--- config.mk ---
export PLATFORM = sky130hd
export DESIGN_NAME = message_field_splitter_unit
export DESIGN_NICKNAME = d
export VERILOG_FILES = /design/src/rtl/core/mfs_pkg.sv /design/src/rtl/core/message_field_splitter_unit.sv /design/src/rtl/core/mfs_field_decode.sv /design/src/rtl/core/mfs_out_buffer.sv
export SDC_FILE = /design/constraint.sdc
export NUM_CORES = 1
export LEC_CHECK = 0
export ABC_AREA = 1
export BUFFER_PORTS_ARGS = -buffer_cell sky130_fd_sc_hd__buf_2
export CAP_MARGIN = 5
export CORE_ASPECT_RATIO = 2
export CORE_MARGIN = 3
export CORE_UTILIZATION = 57
export CTS_CLUSTER_DIAMETER = 60
export DETAILED_ROUTE_END_ITERATION = 8
export GPL_ROUTABILITY_DRIVEN = 0
export PLACE_DENSITY = 0.73
export SLEW_MARGIN = 0
export SYNTH_ARGS = -nofsm -noshare
export SYNTH_HDL_FRONTEND = slang
export SYNTH_SLANG_ARGS = --single-unit
--- constraint.sdc ---
create_clock -name clk_i -period 11.33 [get_ports clk_i]
set_input_delay 0 -clock clk_i [delete_from_list [all_inputs] [get_ports clk_i]]
set_output_delay 0 -clock clk_i [all_outputs]
set_load 0.05 [all_outputs]
--- src/rtl/core/mfs_pkg.sv ---
package mfs_pkg;

  // Character codes
  localparam logic [7:0] ChComma = 8'h2C;
  localparam logic [7:0] ChSlash = 8'h2F;
  localparam logic [7:0] ChNl    = 8'h0A;
  localparam logic [7:0] ChEsc   = 8'h1B;
  localparam logic [7:0] ChEq    = 8'h3D;
  localparam logic [7:0] ChQm    = 8'h3F;

  // Separator codes
  localparam logic [2:0] SepNone     = 3'd0;
  localparam logic [2:0] SepComma    = 3'd1;
  localparam logic [2:0] SepSlash    = 3'd2;
  localparam logic [2:0] SepNewline  = 3'd3;
  localparam logic [2:0] SepEquals   = 3'd4;
  localparam logic [2:0] SepQuestion = 3'd5;

  // Saturation limits
  localparam logic [15:0] PosMax  = 16'hFFFF;
  localparam logic [15:0] LineMax = 16'hFFFF;

  // Tracking state of the message in progress
  typedef struct packed {
    logic [15:0] byte_index;
    logic [16:0] field_begin;
    logic [15:0] line_number;
    logic [2:0]  last_separator;
    logic        escape_pending;
  } state_t;

  // One field descriptor plus its framing flags
  typedef struct packed {
    logic [15:0] field_line;
    logic [2:0]  field_separator;
    logic [15:0] field_start;
    logic [15:0] field_length;
    logic        run_last;
    logic        message_done;
  } result_t;

  // Decoder outputs for one byte
  typedef struct packed {
    result_t     res0;
    result_t     res1;
    logic [1:0]  count;
    state_t      next;
  } decode_t;

  // Build a descriptor for a field that ends before end_pos
  function automatic result_t make_field(logic [15:0] line, logic [2:0] sep,
                                         logic [16:0] begin_pos, logic [16:0] end_pos);
    result_t     r;
    logic [16:0] diff;
    r = '0;
    diff = end_pos - begin_pos;
    r.field_line      = line;
    r.field_separator = sep;
    r.field_start     = begin_pos[16] ? 16'hFFFF : begin_pos[15:0];
    if (end_pos > begin_pos) begin
      r.field_length = diff[16] ? 16'hFFFF : diff[15:0];
    end else begin
      r.field_length = 16'd0;
    end
    return r;
  endfunction

endpackage

--- src/rtl/core/message_field_splitter_unit.sv ---
// Channel   | Dir | Signals                       | Contents
// s_axis    | in  | tvalid tready tdata[7:0] tlast | data_byte; tlast = message_end
// m_axis    | out | tvalid tready tdata[55:0]      | field descriptor, see port list
//           |     | tlast tuser                   | tlast = run_last, tuser = message_done
// cfg       | in  | cfg_wr_en_i cfg_wr_data_i     | mask_mode
//
// One byte per cycle while each byte yields at most one field and m_axis accepts; a
// byte that closes two fields holds s_axis_tready low until its first descriptor has
// moved, since m_axis moves one descriptor per cycle from the two-entry result buffer.
// A descriptor is registered: m_axis_tvalid rises in the cycle after its input transfer.
// Reset clears the message state (line 1, offset 0) and mask_mode.
// A stall on m_axis lowers s_axis_tready once the buffer cannot be drained.
module message_field_splitter_unit (
  input  logic        clk_i,
  input  logic        rst_ni,
  input  logic        cfg_wr_en_i,
  input  logic        cfg_wr_data_i,
  input  logic        s_axis_tvalid,
  output logic        s_axis_tready,
  input  logic [7:0]  s_axis_tdata,   // [7:0] data_byte
  input  logic        s_axis_tlast,   // message_end
  output logic        m_axis_tvalid,
  input  logic        m_axis_tready,
  output logic [55:0] m_axis_tdata,   // [15:0] field_line, [18:16] field_separator,
                                      // [34:19] field_start, [50:35] field_length
  output logic        m_axis_tlast,   // run_last
  output logic        m_axis_tuser    // message_done
);

  logic             mask_mode_q;
  mfs_pkg::state_t  state_q;
  mfs_pkg::decode_t dec;
  mfs_pkg::result_t head;
  logic             accept;

  assign accept = s_axis_tvalid && s_axis_tready;

  // Configuration register
  always_ff @(posedge clk_i or negedge rst_ni) begin
    if (!rst_ni) begin
      mask_mode_q <= 1'b0;
    end else if (cfg_wr_en_i) begin
      mask_mode_q <= cfg_wr_data_i;
    end
  end

  // Message state advances on each input transfer
  always_ff @(posedge clk_i or negedge rst_ni) begin
    if (!rst_ni) begin
      state_q.byte_index     <= 16'd0;
      state_q.field_begin    <= 17'd0;
      state_q.line_number    <= 16'd1;
      state_q.last_separator <= mfs_pkg::SepNone;
      state_q.escape_pending <= 1'b0;
    end else if (accept) begin
      state_q <= dec.next;
    end
  end

  mfs_field_decode u_decode (
    .data_byte_i   (s_axis_tdata),
    .message_end_i (s_axis_tlast),
    .mask_mode_i   (mask_mode_q),
    .state_i       (state_q),
    .dec_o         (dec)
  );

  mfs_out_buffer u_out_buffer (
    .clk_i     (clk_i),
    .rst_ni    (rst_ni),
    .load_i    (accept),
    .res0_i    (dec.res0),
    .res1_i    (dec.res1),
    .count_i   (dec.count),
    .load_ok_o (s_axis_tready),
    .valid_o   (m_axis_tvalid),
    .ready_i   (m_axis_tready),
    .head_o    (head)
  );

  // Pack the head descriptor
  assign m_axis_tdata = {5'd0, head.field_length, head.field_start,
                         head.field_separator, head.field_line};
  assign m_axis_tlast = head.run_last;
  assign m_axis_tuser = head.message_done;

  msg_end_clear_a: assert property (@(posedge clk_i) disable iff (!rst_ni)
    (accept && s_axis_tlast) |=> (state_q.byte_index == 16'd0) &&
    (state_q.line_number == 16'd1) && !state_q.escape_pending)
    else $error("state not cleared at message end");
  begin_bound_a: assert property (@(posedge clk_i) disable iff (!rst_ni)
    state_q.field_begin <= ({1'b0, state_q.byte_index} + 17'd1))
    else $error("field start beyond next offset");
  line_nonzero_a: assert property (@(posedge clk_i) disable iff (!rst_ni)
    state_q.line_number != 16'd0) else $error("line number zero");
  done_is_last_a: assert property (@(posedge clk_i) disable iff (!rst_ni)
    (m_axis_tvalid && m_axis_tuser) |-> m_axis_tlast)
    else $error("message end flag on a non-final result");

endmodule

--- src/rtl/core/mfs_field_decode.sv ---
module mfs_field_decode (
  input  logic [7:0]      data_byte_i,
  input  logic            message_end_i,
  input  logic            mask_mode_i,
  input  mfs_pkg::state_t state_i,
  output mfs_pkg::decode_t dec_o
);

  logic               is_eq, is_qm, is_esc, is_slash, is_sep;
  logic               emit_a, emit_b, esc_at_end;
  logic [16:0]        idx_ext, idx_plus1, end_a;
  mfs_pkg::state_t    nxt;
  mfs_pkg::result_t   res_a, res_b;

  assign is_eq    = (data_byte_i == mfs_pkg::ChEq);
  assign is_qm    = (data_byte_i == mfs_pkg::ChQm);
  assign is_esc   = (data_byte_i == mfs_pkg::ChEsc);
  assign is_slash = (data_byte_i == mfs_pkg::ChSlash);
  assign is_sep   = (data_byte_i == mfs_pkg::ChComma) || is_slash ||
                    (data_byte_i == mfs_pkg::ChNl);
  assign idx_ext   = {1'b0, state_i.byte_index};
  assign idx_plus1 = idx_ext + 17'd1;

  // Classify the byte and update the field tracking
  always_comb begin
    nxt        = state_i;
    emit_a     = 1'b0;
    esc_at_end = 1'b0;
    end_a      = idx_ext;
    if (state_i.escape_pending) begin
      nxt.escape_pending = 1'b0;
      if (is_eq || is_qm) begin
        emit_a             = (state_i.byte_index > 16'd1);
        end_a              = idx_ext - 17'd1;
        nxt.last_separator = is_eq ? mfs_pkg::SepEquals : mfs_pkg::SepQuestion;
      end
      nxt.field_begin = idx_plus1;
    end else if (is_esc) begin
      if (message_end_i) begin
        esc_at_end = 1'b1;
      end else begin
        nxt.escape_pending = 1'b1;
      end
    end else if (!mask_mode_i && is_sep) begin
      emit_a = (state_i.byte_index != 16'd0);
      end_a  = idx_ext;
      if (data_byte_i == mfs_pkg::ChNl && state_i.line_number < mfs_pkg::LineMax) begin
        nxt.line_number = state_i.line_number + 16'd1;
      end
      nxt.field_begin = idx_plus1;
      if (data_byte_i == mfs_pkg::ChComma) begin
        nxt.last_separator = mfs_pkg::SepComma;
      end else if (is_slash) begin
        nxt.last_separator = mfs_pkg::SepSlash;
      end else begin
        nxt.last_separator = mfs_pkg::SepNewline;
      end
    end
  end

  // Flush the pending field on the last byte, or a null field if that byte is a slash
  assign emit_b = message_end_i && !esc_at_end &&
                  ((nxt.field_begin < idx_plus1) || is_slash);

  assign res_a = mfs_pkg::make_field(state_i.line_number, state_i.last_separator,
                                     state_i.field_begin, end_a);
  assign res_b = mfs_pkg::make_field(nxt.line_number, nxt.last_separator,
                                     nxt.field_begin, idx_plus1);

  // Order results and mark the last one of the byte and of the message
  always_comb begin
    dec_o      = '0;
    dec_o.next = nxt;
    if (emit_a) begin
      dec_o.res0  = res_a;
      dec_o.res1  = res_b;
      dec_o.count = emit_b ? 2'd2 : 2'd1;
    end else begin
      dec_o.res0  = res_b;
      dec_o.res1  = res_b;
      dec_o.count = emit_b ? 2'd1 : 2'd0;
    end
    dec_o.res0.run_last     = (dec_o.count == 2'd1);
    dec_o.res0.message_done = message_end_i && (dec_o.count == 2'd1);
    dec_o.res1.run_last     = 1'b1;
    dec_o.res1.message_done = message_end_i;

    // Return to the start-of-message state, or advance the offset
    if (message_end_i) begin
      dec_o.next.byte_index     = 16'd0;
      dec_o.next.field_begin    = 17'd0;
      dec_o.next.line_number    = 16'd1;
      dec_o.next.last_separator = mfs_pkg::SepNone;
      dec_o.next.escape_pending = 1'b0;
    end else if (state_i.byte_index < mfs_pkg::PosMax) begin
      dec_o.next.byte_index = state_i.byte_index + 16'd1;
    end
  end

endmodule

--- src/rtl/core/mfs_out_buffer.sv ---
module mfs_out_buffer (
  input  logic             clk_i,
  input  logic             rst_ni,
  input  logic             load_i,
  input  mfs_pkg::result_t res0_i,
  input  mfs_pkg::result_t res1_i,
  input  logic [1:0]       count_i,
  output logic             load_ok_o,
  output logic             valid_o,
  input  logic             ready_i,
  output mfs_pkg::result_t head_o
);

  logic [1:0]       cnt_q, cnt_d;
  mfs_pkg::result_t slot0_q, slot0_d, slot1_q, slot1_d;
  logic             pop;

  assign valid_o   = (cnt_q != 2'd0);
  assign head_o    = slot0_q;
  assign pop       = valid_o && ready_i;
  // Take a new item when the buffer is empty or drains in this cycle
  assign load_ok_o = (cnt_q == 2'd0) || ((cnt_q == 2'd1) && ready_i);

  // Load a fresh pair, or shift up after a transfer
  always_comb begin
    cnt_d   = cnt_q;
    slot0_d = slot0_q;
    slot1_d = slot1_q;
    if (load_i) begin
      cnt_d   = count_i;
      slot0_d = res0_i;
      slot1_d = res1_i;
    end else if (pop) begin
      cnt_d   = cnt_q - 2'd1;
      slot0_d = slot1_q;
    end
  end

  always_ff @(posedge clk_i or negedge rst_ni) begin
    if (!rst_ni) begin
      cnt_q <= 2'd0;
    end else begin
      cnt_q <= cnt_d;
    end
  end

  always_ff @(posedge clk_i) begin
    slot0_q <= slot0_d;
    slot1_q <= slot1_d;
  end

  cnt_range_a: assert property (@(posedge clk_i) disable iff (!rst_ni)
    cnt_q != 2'd3) else $error("buffer count out of range");
  load_empty_a: assert property (@(posedge clk_i) disable iff (!rst_ni)
    load_i |-> (cnt_q == 2'd0) || pop) else $error("load over pending result");

endmodule

==> results.md <==
- Tmin final: 4510 ps
- Synth async-reset ratio: 0.348
- Reg2reg setup slack: 6820 ps
- Met2 GRT Util: 0.529
- Prevailing post-synth register cell: edfxtp_1
- Synth cell types: 47
- Total GRT Usage: 0.301
- Via count: 10264
- First DRT Iteration DRCs: 758
- CP Launch Type: flop
- First-pass GRT wire length: 50200 um
- Htree depth: 4
- Detailed placement HPWL: 23700 um
- Rows: 72
- Area leader, netlist: edfxtp_1
- Slowest stage delay, CP: 550 ps
- Share of layout cells above drive strength 1: 0.123
- Met3 usage: 0.0492
- Drt total wl: 31900 um
- Root buf cell: clkbuf_16
- Post-synth EDFFs: 105
- Highest-delay cell along the critical path: a21oi_4
- TritonRoute pass-1 iters: 5
- Area of the multi-input gates: 0.00554 mm^2
- Die W: 105 um
- DRC violations left: 0
- Syn-to-layout area delta: 9.55%
- CP required: 11620 ps
- Core Area: 0.0194 mm^2
- Die area: 0.0216 mm^2
- Chip height: 205 um
- Start point of the critical path: state_q[37]$_DFFE_PN0P_
- Max clock buf depth: 2
- Synth warn: 0
- Commonest non-fill, non-tap cell in the layout: nand2_1
- # IOs: 75
- Critical path type: reg -> reg
- Flops & latches, synth: 161
- Max transition margin: 0.279
- Synthesized area per cell: 7.37 um^2
- GRT met1 Usage: 0.298
- # diodes: 0
- Largest net degree at the start of global routing: 67
- PortBufs: 69
- Hold Startpoint: s_axis_tdata[0]
- Unrepaired setup endpoints after global routing: no
- Leading cell types in the layout, fill and taps excluded: nand2_1 (570), inv_1 (214), edfxtp_1 (105)
- Layout Skew: 10.4 ps
- CP Cell Sequence: ha_1 > nand2_1 > nor2_2 > nand3_2 > nor2_4 > nand4_4 > nand2_2 > o21ai_4 > ha_1 > nand2_1 > o21ai_0 > nor2_1 > a21oi_4 > inv_2 > a21oi_1 > ha_1 > nand2_1 > nand2_1 > o211ai_1 > o21ai_0
- Arrival @ worst endpoint: 4800 ps
- Synth area leaders: edfxtp_1 (28%), nand2_1 (19%), dfrtp_1 (12%)
- Final setup fails: 0
- Initial antenna violation count: 0
- Hold/Removal Path Class: in -> reg
- Clock Latency Late Sink: 440 ps
- Mapped Area: 0.0113 mm^2
- Clock sinks: 161
- Worst-path maximum fanout: 34
- Synth top area share: 0.280
- Reg2reg start: state_q[37]$_DFFE_PN0P_
- Fin nets: 1638
- Worst-Margin Slew: 1080 ps
- Cell depth of the worst hold path: 6
- Setup crit end kind: flop
- Seq/Total Area, Yosys: 0.404
- Resized Gates After CTS: 0
- Vias in the first global route: 9958
- Post-route ant nets: 0
- Final period util: 0.398
- Fill cell count: 1766
- CTS Buf Count: 17
- TritonCTS clock tree: yes
- DR vias/cell: 5.54
- Status: finished, final reports clean
- Pins Over Slew Limit: 0
- DR WL/cell: 17.2 um
- Crit-path most repeated cell: nand2_1
- Syn Inst Count: 1529
- Global route overflow: 0
- Max Cap Violations: 0
- Sequential cell area: 0.00456 mm^2
- Hold Vio Cnt, Final: 0
- Worst R2R Path Depth: 20
- Initial Utilization: 0.582
- Worst-path clk slew: 70 ps
- Fmax: 222 MHz
- Setup TNS: 0 ps
- Global routing's busiest layer: met2
==> cells by family after synthesis <==
kind of cell / synth area share
flip-flops: 0.404
AND/OR/NAND/NOR: 0.323
adder cells (fa/ha/maj): 0.0491
buffers and inverters: 0.106
XOR/XNOR: 0.0295
AO/OA/AOI/OAI: 0.0871
other: 0.000333
==> worst max-delay path: cells and delay by family, from the launching register on <==
family                   cells  cell delay, ps
AO/OA/AOI/OAI                6            1440
AND/OR/NAND/NOR             10            1190
adder cells (fa/ha/maj)      3            1050
flip-flops                   1             450
buffers and inverters        1             220
==> cell type report <==
| class | count | area share |
|---|---|---|
| Clock buffer | 19 | 0.0359 |
| Tap cell | 259 | 0.0262 |
| Sequential cell | 161 | 0.369 |
| Multi-Input combinational cell | 1089 | 0.449 |
| Timing Repair Buffer | 82 | 0.0369 |
| Clock inverter | 13 | 0.0136 |
| Inverter | 229 | 0.0699 |
==> path summary, 6_finish.rpt <==
| check | end |
|---|---|
| max | u_out_buffer.cnt_q[0]$_DFFE_PN0P_ |
| min | state_q[1]$_DFFE_PN0P_ |
| max reg2reg | u_out_buffer.cnt_q[0]$_DFFE_PN0P_ |
| min reg2reg | u_out_buffer.head_o[22]$_DFFE_PP_ |
| max in group asynchronous | u_out_buffer.cnt_q[1]$_DFFE_PN0P_ |
| min in group asynchronous | state_q[14]$_DFFE_PN0P_ |
==> registers in the layout, indices dropped and copies added, names as in the netlist <==
register and flops:
u_out_buffer.head_o 53, state_q 53, u_out_buffer.cnt_q 2, mask_mode_q 1, u_out_buffer.slot1_q 52
==> synthesized netlist by cell type, types with 23 or more instances <==
library cell	number
a21oi_1	60
o21ai_2	23
dfrtp_1	55
nand3_1	100
xor2_1	31
inv_1	215
edfxtp_1	105
o21ai_0	26
nand2_1	572
o22ai_1	24
ha_1	41
nor2_1	83
==> repair_timing <==
action                                  CTS  global route
endpoints found under the setup margin    0             0
endpoints found under the hold margin    57             0
setup buffers                             0             0
hold buffers                              5             0
==> routing by layer <==
metal  wire length, um  vias to the layer above
met4              3320                        0
met5                 0                        -
met2             16000                      395
li1                  -                     4974
met1             11100                     4712
met3              1440                      183
==> per-stage QoR <==
stage	worst slack (ps)	cell area [um^2]	utilization	hold slack, ps	instances
final	6820	12300	0.637	124	1852
after CTS	6900	12300	0.637	88.8	1852
after global routing	6410	12300	0.637	128	1852
after global placement	7100	11700	0.603	210	1815
after detailed placement	6930	11700	0.603	216	1815
after floorplan	7350	11300	-	-296	1533
Power is left out: the tool's default activity adds up to more than one toggle a clock period on the data nets, which glitch-free logic cannot reach.
